--- config.mk ---
export PLATFORM = sky130hd
export DESIGN_NAME = lru_key_value_cache_unit_flat
export DESIGN_NICKNAME = d
export VERILOG_FILES = /design/src/sv/lkvc_pkg.sv /design/src/sv/lkvc_if.sv /design/src/sv/lkvc_ctrl.sv /design/src/sv/lkvc_dp.sv /design/src/sv/lru_key_value_cache_unit.sv /design/src/flat_wrapper.sv
export VERILOG_INCLUDE_DIRS = /design/src /design/src/sv
export SDC_FILE = /design/constraint.sdc
export NUM_CORES = 1
export LEC_CHECK = 0
export BUFFER_PORTS_ARGS = -buffer_cell sky130_fd_sc_hd__buf_2
export CORE_MARGIN = 8
export CORE_UTILIZATION = 40
export CTS_BUF_LIST = sky130_fd_sc_hd__clkbuf_8
export CTS_CLUSTER_SIZE = 12
export DETAILED_ROUTE_END_ITERATION = 10
export MAX_ROUTING_LAYER = met4
export PLACE_DENSITY = 0.56
export SLEW_MARGIN = 20
export SYNTH_ARGS = -nofsm -noshare
export SYNTH_HDL_FRONTEND = slang
export SYNTH_HIERARCHICAL = 1
export SYNTH_SLANG_ARGS = --single-unit
--- constraint.sdc ---
create_clock -name i_clk -period 14.12 [get_ports i_clk]
set_input_delay 2.824 -clock i_clk [delete_from_list [all_inputs] [get_ports i_clk]]
set_output_delay 2.824 -clock i_clk [all_outputs]
set_load 0.05 [all_outputs]
--- src/sv/lru_key_value_cache_unit_assert.svh ---
// assertion macros for the lru key-value cache unit
// no dependencies; included by files that carry concurrent assertions
`ifndef LRU_KEY_VALUE_CACHE_UNIT_ASSERT_SVH
`define LRU_KEY_VALUE_CACHE_UNIT_ASSERT_SVH
`ifndef ASSERT_OFF
// antecedent implies consequent in the same cycle
`define LKVC_ASSERT_SAME(label, clk, rst_n, ante, cons) \
    label: assert property (@(posedge clk) disable iff (!rst_n) (ante) |-> (cons)) \
        else $error("assertion failed");
// antecedent implies consequent in the next cycle
`define LKVC_ASSERT_NEXT(label, clk, rst_n, ante, cons) \
    label: assert property (@(posedge clk) disable iff (!rst_n) (ante) |=> (cons)) \
        else $error("assertion failed");
`else
`define LKVC_ASSERT_SAME(label, clk, rst_n, ante, cons)
`define LKVC_ASSERT_NEXT(label, clk, rst_n, ante, cons)
`endif
`endif

--- src/sv/lkvc_pkg.sv ---
// shared constants, types and state encoding for the lru key-value cache
// no dependencies
`default_nettype none
package lkvc_pkg;
    localparam int ENTRIES = 8;
    localparam int IDX_W   = $clog2(ENTRIES);
    localparam int CNT_W   = $clog2(ENTRIES + 1);
    localparam int KEY_W   = 32;
    localparam int VAL_W   = 32;
    localparam int CAP_W   = 4;

    localparam logic [CAP_W-1:0] CAP_RESET = CAP_W'(ENTRIES);
    localparam logic [CNT_W-1:0] CAP_MAX   = CNT_W'(ENTRIES);

    localparam logic MODE_GET = 1'b0;
    localparam logic MODE_PUT = 1'b1;

    typedef enum logic [1:0] {
        S_IDLE,
        S_LOOKUP,
        S_COMMIT
    } t_state;

    // controller to datapath commands
    typedef struct packed {
        logic load;
        logic lookup;
        logic commit;
    } t_dp_cmd;
endpackage
`default_nettype wire

--- src/sv/lkvc_if.sv ---
// valid/ready channel interfaces: input items, results and capacity writes
// depends on lkvc_pkg
`default_nettype none
interface lkvc_in_if;
    logic                                valid;
    logic                                ready;
    logic                                mode;
    logic signed [lkvc_pkg::KEY_W-1:0]   key;
    logic signed [lkvc_pkg::VAL_W-1:0]   value;
    modport source (output valid, mode, key, value, input ready);
    modport sink   (input valid, mode, key, value, output ready);
endinterface

interface lkvc_out_if;
    logic                                valid;
    logic                                ready;
    logic                                found;
    logic signed [lkvc_pkg::VAL_W-1:0]   read_value;
    modport source (output valid, found, read_value, input ready);
    modport sink   (input valid, found, read_value, output ready);
endinterface

interface lkvc_cfg_if;
    logic                                valid;
    logic                                ready;
    logic [lkvc_pkg::CAP_W-1:0]          capacity;
    modport source (output valid, capacity, input ready);
    modport sink   (input valid, capacity, output ready);
endinterface
`default_nettype wire

--- src/sv/lkvc_ctrl.sv ---
// sequencing state machine: accept, lookup, commit, result valid
// depends on lkvc_pkg
`default_nettype none
module lkvc_ctrl (
    input  wire logic              i_clk,
    input  wire logic              i_rst_n,
    input  wire logic              i_item_valid,
    output logic                   o_item_ready,
    input  wire logic              i_res_ready,
    output logic                   o_res_valid,
    output lkvc_pkg::t_dp_cmd      o_cmd
);
    import lkvc_pkg::*;

    t_state r_state, n_state;
    logic   r_res_valid, n_res_valid;
    logic   w_res_free;

    assign w_res_free = !r_res_valid || i_res_ready;

    always_comb begin
        n_state = r_state;
        case (r_state)
            S_IDLE:   if (i_item_valid) n_state = S_LOOKUP;
            S_LOOKUP: n_state = S_COMMIT;
            S_COMMIT: if (w_res_free) n_state = S_IDLE;
            default:  n_state = S_IDLE;
        endcase
    end

    always_comb begin
        o_item_ready = 1'b0;
        o_cmd        = '0;
        case (r_state)
            S_IDLE: begin
                o_item_ready = 1'b1;
                o_cmd.load   = i_item_valid;
            end
            S_LOOKUP: o_cmd.lookup = 1'b1;
            S_COMMIT: o_cmd.commit = w_res_free;
            default: begin
                o_item_ready = 1'b0;
            end
        endcase
    end

    always_comb begin
        n_res_valid = r_res_valid;
        if (o_cmd.commit) begin
            n_res_valid = 1'b1;
        end else if (i_res_ready) begin
            n_res_valid = 1'b0;
        end
    end

    always_ff @(posedge i_clk) begin
        if (!i_rst_n) begin
            r_state     <= S_IDLE;
            r_res_valid <= 1'b0;
        end else begin
            r_state     <= n_state;
            r_res_valid <= n_res_valid;
        end
    end

    assign o_res_valid = r_res_valid;
endmodule
`default_nettype wire

--- src/sv/lkvc_dp.sv ---
// entry store, key compare, recency ranks, victim choice and result register
// depends on lkvc_pkg
`default_nettype none
module lkvc_dp (
    input  wire logic                          i_clk,
    input  wire logic                          i_rst_n,
    input  wire lkvc_pkg::t_dp_cmd             i_cmd,
    input  wire logic                          i_mode,
    input  wire logic signed [lkvc_pkg::KEY_W-1:0] i_key,
    input  wire logic signed [lkvc_pkg::VAL_W-1:0] i_value,
    input  wire logic                          i_cap_we,
    input  wire logic [lkvc_pkg::CAP_W-1:0]    i_cap,
    output logic                               o_found,
    output logic signed [lkvc_pkg::VAL_W-1:0]  o_read_value
);
    import lkvc_pkg::*;

    // latched item
    logic             r_mode;
    logic [KEY_W-1:0] r_key;
    logic [VAL_W-1:0] r_value;
    logic [CAP_W-1:0] r_cap;

    // entry store
    logic [KEY_W-1:0] r_keys  [ENTRIES];
    logic [VAL_W-1:0] r_vals  [ENTRIES];
    logic [IDX_W-1:0] r_rank  [ENTRIES];
    logic [ENTRIES-1:0] r_valid;
    logic [CNT_W-1:0] r_count;

    // lookup results
    logic             r_hit;
    logic [IDX_W-1:0] r_hit_slot;
    logic [IDX_W-1:0] r_victim;

    logic             r_found;
    logic [VAL_W-1:0] r_read_value;

    // lookup logic
    logic [ENTRIES-1:0] w_match;
    logic             w_hit;
    logic [IDX_W-1:0] w_hit_slot;
    logic [IDX_W-1:0] w_lru_slot;
    logic             w_lru_any;
    logic [IDX_W-1:0] w_free_slot;
    logic [CNT_W-1:0] w_eff_cap;
    logic             w_evict;

    // commit logic
    logic [IDX_W-1:0] w_tgt;
    logic             w_tgt_hit;
    logic             w_touch;
    logic [IDX_W-1:0] w_tgt_rank;

    always_comb begin
        for (int i = 0; i < ENTRIES; i++) begin
            w_match[i] = r_valid[i] && (r_keys[i] == r_key);
        end
    end

    always_comb begin
        w_hit       = |w_match;
        w_hit_slot  = '0;
        w_free_slot = '0;
        for (int i = ENTRIES - 1; i >= 0; i--) begin
            if (w_match[i]) w_hit_slot = IDX_W'(i);
            if (!r_valid[i]) w_free_slot = IDX_W'(i);
        end
    end

    // oldest valid entry, lowest slot on a tie
    always_comb begin
        w_lru_slot = '0;
        w_lru_any  = 1'b0;
        for (int i = 0; i < ENTRIES; i++) begin
            if (r_valid[i] && (!w_lru_any || (r_rank[i] > r_rank[w_lru_slot]))) begin
                w_lru_slot = IDX_W'(i);
                w_lru_any  = 1'b1;
            end
        end
    end

    // capacity clamped to 1..ENTRIES
    always_comb begin
        if (r_cap == '0) begin
            w_eff_cap = CNT_W'(1);
        end else if (CNT_W'(r_cap) > CAP_MAX) begin
            w_eff_cap = CAP_MAX;
        end else begin
            w_eff_cap = CNT_W'(r_cap);
        end
        w_evict = r_count >= w_eff_cap;
    end

    assign w_tgt      = r_hit ? r_hit_slot : r_victim;
    assign w_tgt_hit  = r_hit;
    assign w_touch    = r_hit || (r_mode == MODE_PUT);
    assign w_tgt_rank = r_rank[w_tgt];

    always_ff @(posedge i_clk) begin
        if (i_cmd.load) begin
            r_mode  <= i_mode;
            r_key   <= i_key;
            r_value <= i_value;
        end
        if (i_cmd.lookup) begin
            r_hit      <= w_hit;
            r_hit_slot <= w_hit_slot;
            r_victim   <= w_evict ? w_lru_slot : w_free_slot;
        end
        if (i_cmd.commit) begin
            r_found      <= r_hit;
            r_read_value <= (r_hit && (r_mode == MODE_GET)) ? r_vals[r_hit_slot] : '0;
            if (r_mode == MODE_PUT) begin
                r_vals[w_tgt] <= r_value;
                if (!r_hit) r_keys[w_tgt] <= r_key;
            end
        end
    end

    always_ff @(posedge i_clk) begin
        if (!i_rst_n) begin
            r_cap   <= CAP_RESET;
            r_valid <= '0;
            r_count <= '0;
            for (int i = 0; i < ENTRIES; i++) r_rank[i] <= '0;
        end else begin
            if (i_cap_we) r_cap <= i_cap;
            if (i_cmd.commit && w_touch) begin
                // age entries newer than the target, or all others on an insert
                for (int i = 0; i < ENTRIES; i++) begin
                    if (IDX_W'(i) == w_tgt) begin
                        r_rank[i] <= '0;
                    end else if (r_valid[i] && (!w_tgt_hit || (r_rank[i] < w_tgt_rank))) begin
                        r_rank[i] <= r_rank[i] + 1'b1;
                    end
                end
                if (!r_hit && !r_valid[w_tgt]) begin
                    r_valid[w_tgt] <= 1'b1;
                    r_count        <= r_count + 1'b1;
                end
            end
        end
    end

    assign o_found      = r_found;
    assign o_read_value = r_read_value;
endmodule
`default_nettype wire

--- src/sv/lru_key_value_cache_unit.sv ---
// lru key-value cache top level: controller, datapath and channel ports
// depends on lkvc_pkg, lkvc_if, lkvc_ctrl, lkvc_dp and the assertion header
//
// usage
//   i_item  : item channel (mode, key, value); mode get looks up key, mode put
//             inserts or updates key with value
//   o_result: one transaction per item (found, read_value); read_value is the
//             stored value on a get hit and zero on a get miss and on every put
//   i_cfg   : capacity write, always ready; write only while no item is in flight
// timing
//   an item is accepted in the idle state; the lookup state then compares the key
//   with all eight entries and picks the victim, and the commit state updates the
//   store and loads the result register, which then holds the valid result
//   a new item is taken only after the previous one has passed the lookup then
//   commit sequence of the controller over the shared entry store
//   a waiting result does not block acceptance of the next item; the commit of
//   that next item waits only while the result register is still full
// reset
//   synchronous, active low: store empty, all ranks zero, capacity 8, no result
`default_nettype none
`include "lru_key_value_cache_unit_assert.svh"
module lru_key_value_cache_unit (
    input  wire logic   i_clk,
    input  wire logic   i_rst_n,
    lkvc_in_if.sink     i_item,
    lkvc_out_if.source  o_result,
    lkvc_cfg_if.sink    i_cfg
);
    import lkvc_pkg::*;

    t_dp_cmd w_cmd;

    // capacity register lives in the datapath and takes a write every cycle
    assign i_cfg.ready = 1'b1;

    lkvc_ctrl u_ctrl (
        .i_clk        (i_clk),
        .i_rst_n      (i_rst_n),
        .i_item_valid (i_item.valid),
        .o_item_ready (i_item.ready),
        .i_res_ready  (o_result.ready),
        .o_res_valid  (o_result.valid),
        .o_cmd        (w_cmd)
    );

    lkvc_dp u_dp (
        .i_clk        (i_clk),
        .i_rst_n      (i_rst_n),
        .i_cmd        (w_cmd),
        .i_mode       (i_item.mode),
        .i_key        (i_item.key),
        .i_value      (i_item.value),
        .i_cap_we     (i_cfg.valid),
        .i_cap        (i_cfg.capacity),
        .o_found      (o_result.found),
        .o_read_value (o_result.read_value)
    );

    // an accepted item goes straight to the compare cycle
    `LKVC_ASSERT_NEXT(a_accept_then_lookup, i_clk, i_rst_n, i_item.valid && i_item.ready, w_cmd.lookup)
    // no new item is taken while the store is being updated
    `LKVC_ASSERT_SAME(a_no_accept_in_commit, i_clk, i_rst_n, w_cmd.commit || w_cmd.lookup, !i_item.ready)
    // a result appears only after a commit
    `LKVC_ASSERT_SAME(a_result_from_commit, i_clk, i_rst_n, $rose(o_result.valid), $past(w_cmd.commit))
endmodule
`default_nettype wire

--- src/flat_wrapper.sv ---
// flat-port wrapper written by rule: the top's interface ports become plain ports
module lru_key_value_cache_unit_flat import lkvc_pkg::*;
  (i_clk, i_rst_n, i_item_valid, i_item_mode, i_item_key, i_item_value, i_item_ready, o_result_valid, o_result_found, o_result_read_value, o_result_ready, i_cfg_valid, i_cfg_capacity, i_cfg_ready);
  lkvc_in_if i_item_i ();
  lkvc_out_if o_result_i ();
  lkvc_cfg_if i_cfg_i ();
  input  wire logic i_clk;
  input  wire logic i_rst_n;
  input wire logic [$bits(i_item_i.valid)-1:0] i_item_valid;
  input wire logic [$bits(i_item_i.mode)-1:0] i_item_mode;
  input wire logic [$bits(i_item_i.key)-1:0] i_item_key;
  input wire logic [$bits(i_item_i.value)-1:0] i_item_value;
  output wire logic [$bits(i_item_i.ready)-1:0] i_item_ready;
  output wire logic [$bits(o_result_i.valid)-1:0] o_result_valid;
  output wire logic [$bits(o_result_i.found)-1:0] o_result_found;
  output wire logic [$bits(o_result_i.read_value)-1:0] o_result_read_value;
  input wire logic [$bits(o_result_i.ready)-1:0] o_result_ready;
  input wire logic [$bits(i_cfg_i.valid)-1:0] i_cfg_valid;
  input wire logic [$bits(i_cfg_i.capacity)-1:0] i_cfg_capacity;
  output wire logic [$bits(i_cfg_i.ready)-1:0] i_cfg_ready;
  assign i_item_i.valid = i_item_valid;
  assign i_item_i.mode = i_item_mode;
  assign i_item_i.key = i_item_key;
  assign i_item_i.value = i_item_value;
  assign i_item_ready = i_item_i.ready;
  assign o_result_valid = o_result_i.valid;
  assign o_result_found = o_result_i.found;
  assign o_result_read_value = o_result_i.read_value;
  assign o_result_i.ready = o_result_ready;
  assign i_cfg_i.valid = i_cfg_valid;
  assign i_cfg_i.capacity = i_cfg_capacity;
  assign i_cfg_ready = i_cfg_i.ready;
  lru_key_value_cache_unit u_core (.i_clk(i_clk), .i_rst_n(i_rst_n), .i_item(i_item_i), .o_result(o_result_i), .i_cfg(i_cfg_i));
endmodule
---- After elaboration in Yosys (flattened, before gate mapping) ----
Memory sizes are Yosys's and may differ from the RTL's. A register that Yosys moved wholly into a read port is not among the register bits.
Cells that the tools add are included.
cells by class
  magnitude comparators ................... 19
  multiply operators ...................... 0
  reduce and logical (&&, ||, !) cells .... 64
  bitwise gates (word level) .............. 18
  div/mod/pow operators ................... 0
  multiplexer cells ....................... 142
  $add $sub $neg .......................... 9
  eq/ne operators ......................... 19
  shift operators ......................... 0
operators with widths
  kind                   number
  $eq A32 B32 Y1         8
  $mux W3                36
  $mux W1                97
  $logic_and A1 B1 Y1    27
  $add A3 B1 Y3 const B  8
  $lt A3 B3 Y1           8
  $gt A3 B3 Y1           7
  $logic_or A1 B1 Y1     17
  $or A1 B1 Y1           16
  $eq A3 B3 Y1 const A   4
  $logic_not A1 Y1       11
  $mux W2                4
  $mux W4                2
  $or A8 B8 Y8           1
  $reduce_or A8 Y1       1
  $eq A2 B3 Y1 const A   2
  $pmux W2 S3            1
  $add A4 B1 Y4 const B  1
  $ge A4 B4 Y1           1
  $gt A4 B4 Y1 const B   1
  $logic_not A4 Y1       1
  $lt A3 B4 Y1 const B   1
  $ne A2 B2 Y1 const B   2
  $reduce_and A2 Y1      2
  other kinds (12)       12
storage, ports and cells
  bits in latches ......................... 0
  input bits .............................. 74
  word-level logic and storage cells ...... 288
  memories kept ........................... 3
  memory bits (read-only) ................. 0
  output and inout bits ................... 36
  RAM bits ................................ 536
  bits in registers ....................... 92
memory list
  memory              depth  width  rd ports  clocked after memory_dff  write ports  line           text
  u_core.u_dp.r_keys  8      32     8         0                         1            lkvc_dp.sv:25  logic [KEY_W-1:0] r_keys [ENTRIES];
  u_core.u_dp.r_vals  8      32     1         1                         1            lkvc_dp.sv:26  logic [VAL_W-1:0] r_vals [ENTRIES];
  u_core.u_dp.r_rank  8      3      15        0                         8            lkvc_dp.sv:27  logic [IDX_W-1:0] r_rank [ENTRIES];

---- Logic depth before layout (Yosys ltp) ----
Gate-level depths: netlist of run 1.
An unclocked memory read counts as a cell.
  depth in word-level cells ............... 36
  depth in mapped cells ................... 56

---- Cells and area by module ----
Netlist of run 1, hierarchy kept.
modules (own cells, without submodules)
  module                    area an instance (um^2)  times used  seq. area each (um^2)  cells each
  lkvc_dp                   27483.9                  1           19568.8                1630
  lkvc_ctrl                 146.4                    1           60.1                   14
  lru_key_value_cache_unit  11.3                     1           0.0                    2

---- Least setup slack after synthesis of run 1 ----
No wires, ideal clock.
  kind .................................... register to register
  start ................................... memory u_core/u_dp/r_rank[1][1] in the netlist's numbering
  end ..................................... register u_core.u_dp.r_victim[1], data pin
  library setup time ...................... 0.256 ns
  data arrival time ....................... 10.111 ns
  cell stages (with the launch flop) ...... 53
  setup slack ............................. 3.753 ns
  data required time ...................... 13.864 ns
  buffers on the path ..................... 2
  cells stage by stage .................... edfxtp_1 ha_1 nor2b_1 o21ai_1 a31oi_1 nand2b_1 a21boi_0 ha_1 nand3b_1 a32oi_1 o21ai_1 mux2_2 ha_1 and3_1 a211oi_1 a21o_1 a21oi_2 nand2b_1 [17 not listed] mux2i_1 mux2i_1 ha_1 a21oi_1 a32oi_1 o21ai_0 o21a_1 clkbuf_1 mux2i_1 nand3_1 a22oi_1 ha_1 a21o_1 a21oi_1 a31oi_1 o21ai_0 a21oi_1 a41o_1
RTL lines
  item                  line            text
  start, declared       lkvc_dp.sv:27
  end signal, assigned  lkvc_dp.sv:109  r_victim <= w_evict ? w_lru_slot : w_free_slot;
  end, declared         lkvc_dp.sv:34   logic [IDX_W-1:0] r_victim;

==> flow_summary.ini, run 1 <==
[run_status]
status = finished clean

[global_route]
grt_pass1_vias = 15480
antenna_found_initial = 1
met3_usage = 0.02696
grtUsageMet2 = 0.2723
track_usage = 0.1687
grt_max_degree = 67
grt_pass1_wl_um = 97080
grt-ovfl-total = 0
met1_usage = 0.2228
grt_busiest_layer = met2

[cts]
ctsHoldBuffers = 0
tritoncts = yes
cts-resized-gates = 0
post_cts_buffers = 0
cts_max_path_buffers = 3
cts.sinks = 660
htreeDepth = 3
clk_pin_slew_worst_paths_ps = 60
worst_skew_pair.late_latency_ps = 720
cts_root_buf = clkbuf_8
numCtsBuffers = 108

[finish]
drive_above_1_share = 0.2092
final_cells = 2800
layout.nets = 1960
area_growth_pct = 13.91

[flow_run]
drv_cap = 0

[timing]
rsz0062_at_grt = no
fmax_mhz = 84.07
hold_viol = 0
timing.hold.ws_ps = 560.7
setup-tns-final_ps = 0
period_needed_ps = 11890
period_share = 0.8424
worst_pin_slew_ps = 1100
timing.slew.headroom = 0.2598
final_max_slew_viol_count = 0
setup_viol = 0
fin_worst_skew_ps = 49.52

[placement]
dp.cells = 2608
hpwl_um = 37890
gp_congestion = 0.8211
portBuffers = 108

[synthesis]
yosysMostFrequentCell = edfxtp_1
netlist.top_cell.by_area = edfxtp_1
synth_edf_count = 641
postSynthNetCount = 1770
yosysTopAreaCellShare = 0.6964
syn_area_per_cell_sq_um = 16.79
ys_top_cells_by_area = edfxtp_1, mux4_2, xnor2_1, xor2_1, ha_1
synth_ff_type = edfxtp_1
yosysUniqueCellTypes = 69
yosysSeqAreaShare = 0.7101
ys_async_sr_fraction = 0
synth_area_sq_um = 27640
synth_cells = 1646
synth_seq_cells = 660
synthTopCellsByCount = edfxtp_1, xnor2_1, xor2_1
yosys_warnings = 6

[floorplanning]
fp.dieH_um = 278.9
start_util = 0.4037
io_pins = 110
fp-row-count = 96
die_area_sq_um = 77770
core-area_sq_um = 68470
die_w_um = 278.9

[routing]
dr.first_iter.drc_count = 906
routed_wirelength_um = 64410
route.detailed.drc = 0
detail-route-antenna-nets = 0
route.detailed.wl_per_inst_um = 23.00
vias = 14760
drt-pass1-iter-count = 5
avgViaCountPerCell = 5.271

[worst_setup_path]
critPathSlowestCell = edfxtp_1
cp.required_ps = 14570
max_stage_delay_ps = 530
start_kind = flop
path_max_fanout = 14
worst_setup_path_end_kind = flop
path_common_cell = ha_1
crit_type = reg2reg
arrival_ps = 12340

[min_path]
min_path_type = reg2reg

[power]
ir_worst_vdd_mv = 0.07088
p_per_area_nw_per_um2 = 125.8
leakage_nw = 10.61
==> critical path: cells and delay by family (launching register included) <==
family,cells,cell delay [ps]
mux,6,1350
flops,1,530
compound gates,26,5810
simple gates,9,1480
fa+ha+maj,7,2110
buf+inv,2,340
==> flip-flops by register name (all words and copies together) (netlist names) <==
signal                     count
u_core/u_dp/r_key             32
u_core/u_dp/r_count            4
u_core/u_dp/r_value           32
u_core/u_ctrl/r_state          2
u_core/u_dp/r_cap              4
u_core/u_dp/r_mode             1
u_core/u_dp/o_found            1
u_core/u_dp/r_vals           256
u_core/u_ctrl/o_res_valid      1
u_core/u_dp/r_hit              1
u_core/u_dp/o_read_value      32
u_core/u_dp/r_hit_slot         3
u_core/u_dp/r_keys           256
u_core/u_dp/r_valid            8
u_core/u_dp/r_rank            24
u_core/u_dp/r_victim           3
==> path summary, 6_finish.rpt <==
check,slack (ps),cells past startpoint,to,from
hold / removal,560,2,u_core/u_ctrl/o_res_valid,u_core/u_ctrl/o_res_valid
setup reg to reg,2230,50,u_core/u_dp/r_victim[1],u_core/u_dp/r_rank[1][1]
hold reg to reg,560,2,u_core/u_ctrl/o_res_valid,u_core/u_ctrl/o_res_valid
setup / recovery,2230,50,u_core/u_dp/r_victim[1],u_core/u_dp/r_rank[1][1]
==> per-stage QoR <==
step                      cell area (sq um)    util  total power (W)  worst slack [ps]
after floorplan                       27640       -         0.002384              3753
after global placement                29470  0.4304         0.002467              2503
after detailed placement              29480  0.4305         0.002473              2225
after CTS                             31480  0.4598         0.004025              2162
after global routing                  31490  0.4599         0.004124              1264
final                                 31490  0.4599         0.003962              2225
==> metal layers <==
layer  part of all wire  vias to the layer above  wire length, um
met4              0.021                        0             1360
met5                  0                        -                0
met3              0.042                      103             2717
met2               0.48                      348            31070
met1               0.45                     7606            29270
li1                   -                     6701                -
==> cells in the final DEF (no fill, tap or decap), drive strengths merged, types with 24 or more instances in the layout <==
cell type	instances
nand2	49
mux4	72
a21oi	33
edfxtp	641
buf	156
clkinv	31
inv	86
nor2	89
clkbuf	108
nor4	30
xor2	93
xnor2	165
ha	50
mux2i	50
o21ai	24
nand4	45
==> layout make-up <==
cell class | count | area (sq um)
Fill cell | 6020 | 36980
Sequential cell | 660 | 19630
Multi-Input combinational cell | 872 | 7704
Clock buffer | 108 | 1486
Tap cell | 882 | 1104
Timing Repair Buffer | 156 | 900.9
Clock inverter | 83 | 518.0
Inverter | 38 | 142.6
Antenna cell | 1 | 2.502
==> report_power, final <==
| group | switching [W] | internal (W) | leakage (nW) | total (W) |
|---|---|---|---|---|
| Clock | 0.000768 | 0.000764 | 1.17 | 0.00153 |
| Combinational | 0.000140 | 0.0000841 | 3.44 | 0.000224 |
| Sequential | 0.0000265 | 0.00218 | 5.99 | 0.00221 |
==> kinds of logic after synthesis <==
kind of cell / after synthesis / synth area share
buffers and inverters: 114 / 0.01643
DFF: 660 / 0.7101
AOI/OAI and AO/OA: 128 / 0.03114
xor gates and xnor gates: 258 / 0.08175
other: 1 / 0.0001357
adders and majority gates: 50 / 0.02263
and+or+nand+nor: 307 / 0.05785
muxes: 128 / 0.07994
Note: power is estimated with default switching activity, not from simulation.
==> run 2: changes to the inputs <==
ABC_AREA = 1   (was unset)
clock period = 11.1 ns   (was 14.12 ns; I/O delays follow)
==> flow_summary.ini, run 2 <==
[synthesis]
synth_area_sq_um = 28510
synth_cells = 2408
synthTopCellsByCount = edfxtp_1, nand2_1, nor2_1
synth_edf_count = 641
yosys_warnings = 6
yosysTopAreaCellShare = 0.6752
synth_seq_cells = 660
yosysMostFrequentCell = edfxtp_1
yosysSeqAreaShare = 0.6886
postSynthNetCount = 2532
ys_top_cells_by_area = edfxtp_1, nand2_1, nor2_1, o21ai_0, ha_1
synth_ff_type = edfxtp_1
yosysUniqueCellTypes = 53
ys_async_sr_fraction = 0
syn_area_per_cell_sq_um = 11.84
netlist.top_cell.by_area = edfxtp_1

[cts]
cts.sinks = 660
cts-resized-gates = 0
cts_root_buf = clkbuf_8
post_cts_buffers = 0
numCtsBuffers = 110
cts_max_path_buffers = 3
worst_skew_pair.late_latency_ps = 720
htreeDepth = 3
tritoncts = yes
clk_pin_slew_worst_paths_ps = 60
ctsHoldBuffers = 0

[routing]
routed_wirelength_um = 79130
avgViaCountPerCell = 5.233
drt-pass1-iter-count = 5
vias = 18900
detail-route-antenna-nets = 0
route.detailed.wl_per_inst_um = 21.91
route.detailed.drc = 0
dr.first_iter.drc_count = 1543

[timing]
fmax_mhz = 100.8
final_max_slew_viol_count = 0
worst_pin_slew_ps = 1108
setup_viol = 0
hold_viol = 0
period_share = 0.8935
period_needed_ps = 9918
timing.slew.headroom = 0.2598
timing.hold.ws_ps = 491.1
rsz0062_at_grt = no
fin_worst_skew_ps = 54.16
setup-tns-final_ps = 0

[finish]
top_regs = u_core/u_dp/r_keys: 256 flops, u_core/u_dp/r_vals: 256 flops
layout_common_cells = edfxtp_1, nand2_1, nor2_1, o21ai_0, inv_1
nFillCells = 6556
final_common_cell = edfxtp_1
layout.nets = 2701
multi_input_area_sq_um = 7960
area_growth_pct = 13.51
final_cells = 3612
drive_above_1_share = 0.1410
regArea_sq_um = 19630

[power]
switching_share = 0.2420
leakage_nw = 11.62
total_power_w = 0.005115
ir_worst_vdd_mv = 0.1230
p_per_area_nw_per_um2 = 158.1
p_clk_frac = 0.392
p_switching_w = 0.001238
combPwrFrac = 0.055
pwr-share-seq = 0.554
p_int_w = 0.003877

[floorplanning]
core-area_sq_um = 71000
die_w_um = 283.0
start_util = 0.4015
fp-row-count = 98
die_area_sq_um = 80070
fp.dieH_um = 283.0
io_pins = 110

[worst_setup_path]
startpoint = u_core/u_dp/r_rank[1][2]
path_max_fanout = 11
worst_setup_path_end_kind = flop
cp.required_ps = 11550
worstReg2RegEnd = u_core/u_dp/r_victim[0]
rr_startpoint = u_core/u_dp/r_rank[1][2]
crit_type = reg2reg
ff2ff_setup_slack_ps = 1180
max_stage_delay_ps = 540
critPathSlowestCell = edfxtp_1
arrival_ps = 10370
reg2regPathDepth = 67
start_kind = flop
path_common_cell = nand2_1

[min_path]
hp-start = u_core/u_dp/r_cap[1]
hold_end = u_core/u_dp/r_cap[1]
min_path_type = reg2reg
min_path_cells = 2

[placement]
gp_congestion = 0.9325
hpwl_um = 49130
portBuffers = 108
dp.cells = 3410

[global_route]
track_usage = 0.1970
grt_max_degree = 77
grt-ovfl-total = 0
grt_pass1_vias = 18810
grt_pass1_wl_um = 117900
antenna_found_initial = 2

[run_status]
status = finished clean

[flow_run]
drv_cap = 0
-- run 2: changes by cell type in the layout (fill, tap and decap cells not counted), moves of 24 or more --
cell and change:
o22ai_1 +74, a21oi_1 +33, xor2_1 -55, nand3_1 +50, nor4_1 -27, o21ai_0 +233, xnor2_1 -104, inv_1 +91
nor2_1 +257, nand2_1 +302, mux2i_1 -46, mux4_2 -72, a31oi_1 +24
-- run 2: power groups by stage --
| stage | sequential, W | combinational (W) | clock (W) |
|---|---|---|---|
| after global routing | 0.00284 | 0.000310 | 0.00215 |
| after detailed placement | 0.00288 | 0.000280 | 0 |
| after floorplan | 0.00286 | 0.000173 | 0 |
| final | 0.00283 | 0.000281 | 0.00200 |
| after CTS | 0.00283 | 0.000282 | 0.00205 |
| after global placement | 0.00288 | 0.000275 | 0 |
-- run 2: cells by family (layout without fill, tap and decap cells) --
| kind of cell | Yosys count | after routing | synth area share |
|---|---|---|---|
| flops | 660 | 660 | 0.6886 |
| simple gates | 853 | 853 | 0.1260 |
| compound gates | 486 | 486 | 0.09603 |
| other cells | 1 | 3 | 0.0001315 |
| buf+inv | 259 | 511 | 0.03696 |
| xor+xnor | 99 | 99 | 0.03042 |
| fa+ha+maj | 50 | 50 | 0.02195 |
-- run 2: layer usage --
metal / routed length (um) / up-vias / part of all wire / GRT usage
li1: - / 8913 / - / -
met4: 2692 / 0 / 0.034 / 0.07611
met3: 4552 / 152 / 0.058 / 0.03482
met1: 33030 / 9202 / 0.42 / 0.2406
met2: 38860 / 636 / 0.49 / 0.3256
met5: 0 / - / 0 / -
-- run 2: worst max-delay path by stage --
stage,to,slack (ps),depth (start not counted)
floorplan,u_core/u_dp/r_victim[0],2680,70
global placement,u_core/u_dp/r_victim[0],1200,68
detailed placement,u_core/u_dp/r_victim[0],1050,68
CTS,u_core/u_dp/r_victim[0],970,68
global route,u_core/u_dp/r_victim[0],170,68
finish,u_core/u_dp/r_victim[0],1180,67
-- run 2: final cells by class --
type,instances,share of cell area
diodes,2,0.0001547
inverters,168,0.01953
clock inverters,80,0.01419
repair buffers,148,0.02784
multi-input cells,1489,0.2460
clock buffers,115,0.04892
flip-flops and latches,660,0.6066
well taps,950,0.03673
-- run 2: per-stage QoR --
stage	area, sq um	util	setup WS (ps)
2_1_floorplan	28510	-	2682
3_3_place_gp	30210	0.4255	1201
3_5_place_dp	30230	0.4258	1048
4_1_cts	32270	0.4546	973.7
5_1_grt	32360	0.4558	173.2
6_report	32360	0.4558	1182
-- run 2: worst max-delay path: cells and delay by family (launching register included) --
kind	cells	cell delay (ps)
buf+inv	5	450
flops	1	540
compound gates	25	3770
simple gates	30	2790
fa+ha+maj	7	2140
==> run 3: changes to the inputs <==
PLACE_DENSITY = unset   (was 0.56)
==> flow_summary.ini, run 3 (synthesized netlist as in run 2, its figures left out) <==
[timing]
fin_worst_skew_ps = 44.35
rsz0062_at_grt = no
period_share = 0.9003
setup-tns-final_ps = 0
final_max_slew_viol_count = 0
fin_ws_ps = 1106
setup_viol = 0
hold_viol = 0
timing.slew.headroom = 0.2503
fmax_mhz = 100.1
worst_pin_slew_ps = 1122
period_needed_ps = 9994

[worst_setup_path]
crit_type = reg2reg
reg2regPathDepth = 68
critPathSlowestCell = edfxtp_1
path_common_cell = nand2_1
arrival_ps = 10470
max_stage_delay_ps = 540
path_max_fanout = 11
ff2ff_setup_slack_ps = 1110
rr_startpoint = u_core/u_dp/r_rank[0][2]
start_kind = flop
worstReg2RegEnd = u_core/u_dp/r_victim[0]
startpoint = u_core/u_dp/r_rank[0][2]
worst_setup_path_end_kind = flop
cp.required_ps = 11580

[cts]
numCtsBuffers = 107
cts_max_path_buffers = 3
tritoncts = yes
htreeDepth = 3
cts_root_buf = clkbuf_8
clk_pin_slew_worst_paths_ps = 60
worst_skew_pair.late_latency_ps = 730
cts.sinks = 660
ctsHoldBuffers = 0

[finish]
drive_above_1_share = 0.1347
layout.nets = 2689
top_regs = u_core/u_dp/r_keys: 256 flops, u_core/u_dp/r_vals: 256 flops
area_growth_pct = 13.23
layout_common_cells = edfxtp_1, nand2_1, nor2_1, o21ai_0, inv_1
nFillCells = 6416
insertedDiodeCount = 0
final_common_cell = edfxtp_1

[floorplanning]
die_w_um = 283.0
core-area_sq_um = 71000
die_area_sq_um = 80070
fp-row-count = 98
start_util = 0.4015
io_pins = 110
fp.dieH_um = 283.0

[global_route]
grt-ovfl-total = 0
grtUsageMet2 = 0.3205
antenna_found_initial = 1
grt_pass1_wl_um = 116300
grt_pass1_vias = 18690
track_usage = 0.1935
met3_usage = 0.02906
grt_busiest_layer = met2
grt_max_degree = 85
met1_usage = 0.2440

[power]
ir_worst_vdd_mv = 0.08950
p_per_area_nw_per_um2 = 160.0
leakage_nw = 11.60

[min_path]
hp-start = u_core/u_dp/r_cap[1]
min_path_type = reg2reg
min_path_cells = 2
hold_end = u_core/u_dp/r_cap[1]

[placement]
portBuffers = 108
gp_congestion = 0.9277
hpwl_um = 48950
dp_slack_ps = 1081

[routing]
route.detailed.drc = 0
vias = 19060
avgViaCountPerCell = 5.293
drt-pass1-iter-count = 6
dr.first_iter.drc_count = 1617
detail-route-antenna-nets = 0
routed_wirelength_um = 78460
route.detailed.wl_per_inst_um = 21.79

[flow_run]
drv_cap = 0

[run_status]
status = finished clean
-- run 3: worst max-delay path by stage --
stage                     cells after the start                       to  slack, ps
after floorplan                              70  u_core/u_dp/r_victim[0]       2680
after global placement                       68  u_core/u_dp/r_victim[0]       1200
after global routing                         69  u_core/u_dp/r_victim[0]         20
final                                        68  u_core/u_dp/r_victim[0]       1110
after detailed placement                     68  u_core/u_dp/r_victim[0]       1080
after CTS                                    68  u_core/u_dp/r_victim[0]       1040
-- run 3: where the power goes --
part	switching, W	internal, W	leakage, nW
Combinational	0.000189	0.0000843	4.39
Sequential	0.0000631	0.00277	6.00
Clock	0.000985	0.00107	1.20
-- run 3: worst max-delay path, delay by kind of cell (launching register included) --
family	cells	cell delay, ps
flops	1	540
fa+ha+maj	7	2140
simple gates	28	2660
compound gates	24	3510
buf+inv	9	850
-- run 3: timing repair --
item,in CTS,in global routing
setup buffers,0,3
resized for setup,0,1
endpoints found under the setup margin,0,3
-- run 3: final cells by class --
cell class / instances / area, sq um / share of cell area
clock inverter: 85 / 590.6 / 0.01830
multi-input combinational: 1489 / 7965 / 0.2468
timing repair buffer: 139 / 773.2 / 0.02396
clock buffer: 109 / 1500 / 0.04648
sequential: 660 / 19630 / 0.6081
inverter: 168 / 631.9 / 0.01958
tap: 950 / 1189 / 0.03682
-- run 3: stage by stage --
step                      instances  instance area [sq um]  power [W]  hold slack, ps    util
after global routing           3600                  32280   0.005351           532.6  0.4547
after CTS                      3597                  32260   0.005220           506.1  0.4543
after floorplan                2408                  28510   0.003038           448.0       -
after global placement         3403                  30170   0.003155           472.4  0.4249
final                          3600                  32280   0.005164           499.7  0.4547
after detailed placement       3403                  30170   0.003162           480.0  0.4249
-- run 3: per-layer routing --
metal | vias up | part of all wire
met3 | 171 | 0.060
met1 | 9326 | 0.42
met2 | 677 | 0.49
li1 | 8882 | -
met5 | - | 0
met4 | 0 | 0.031
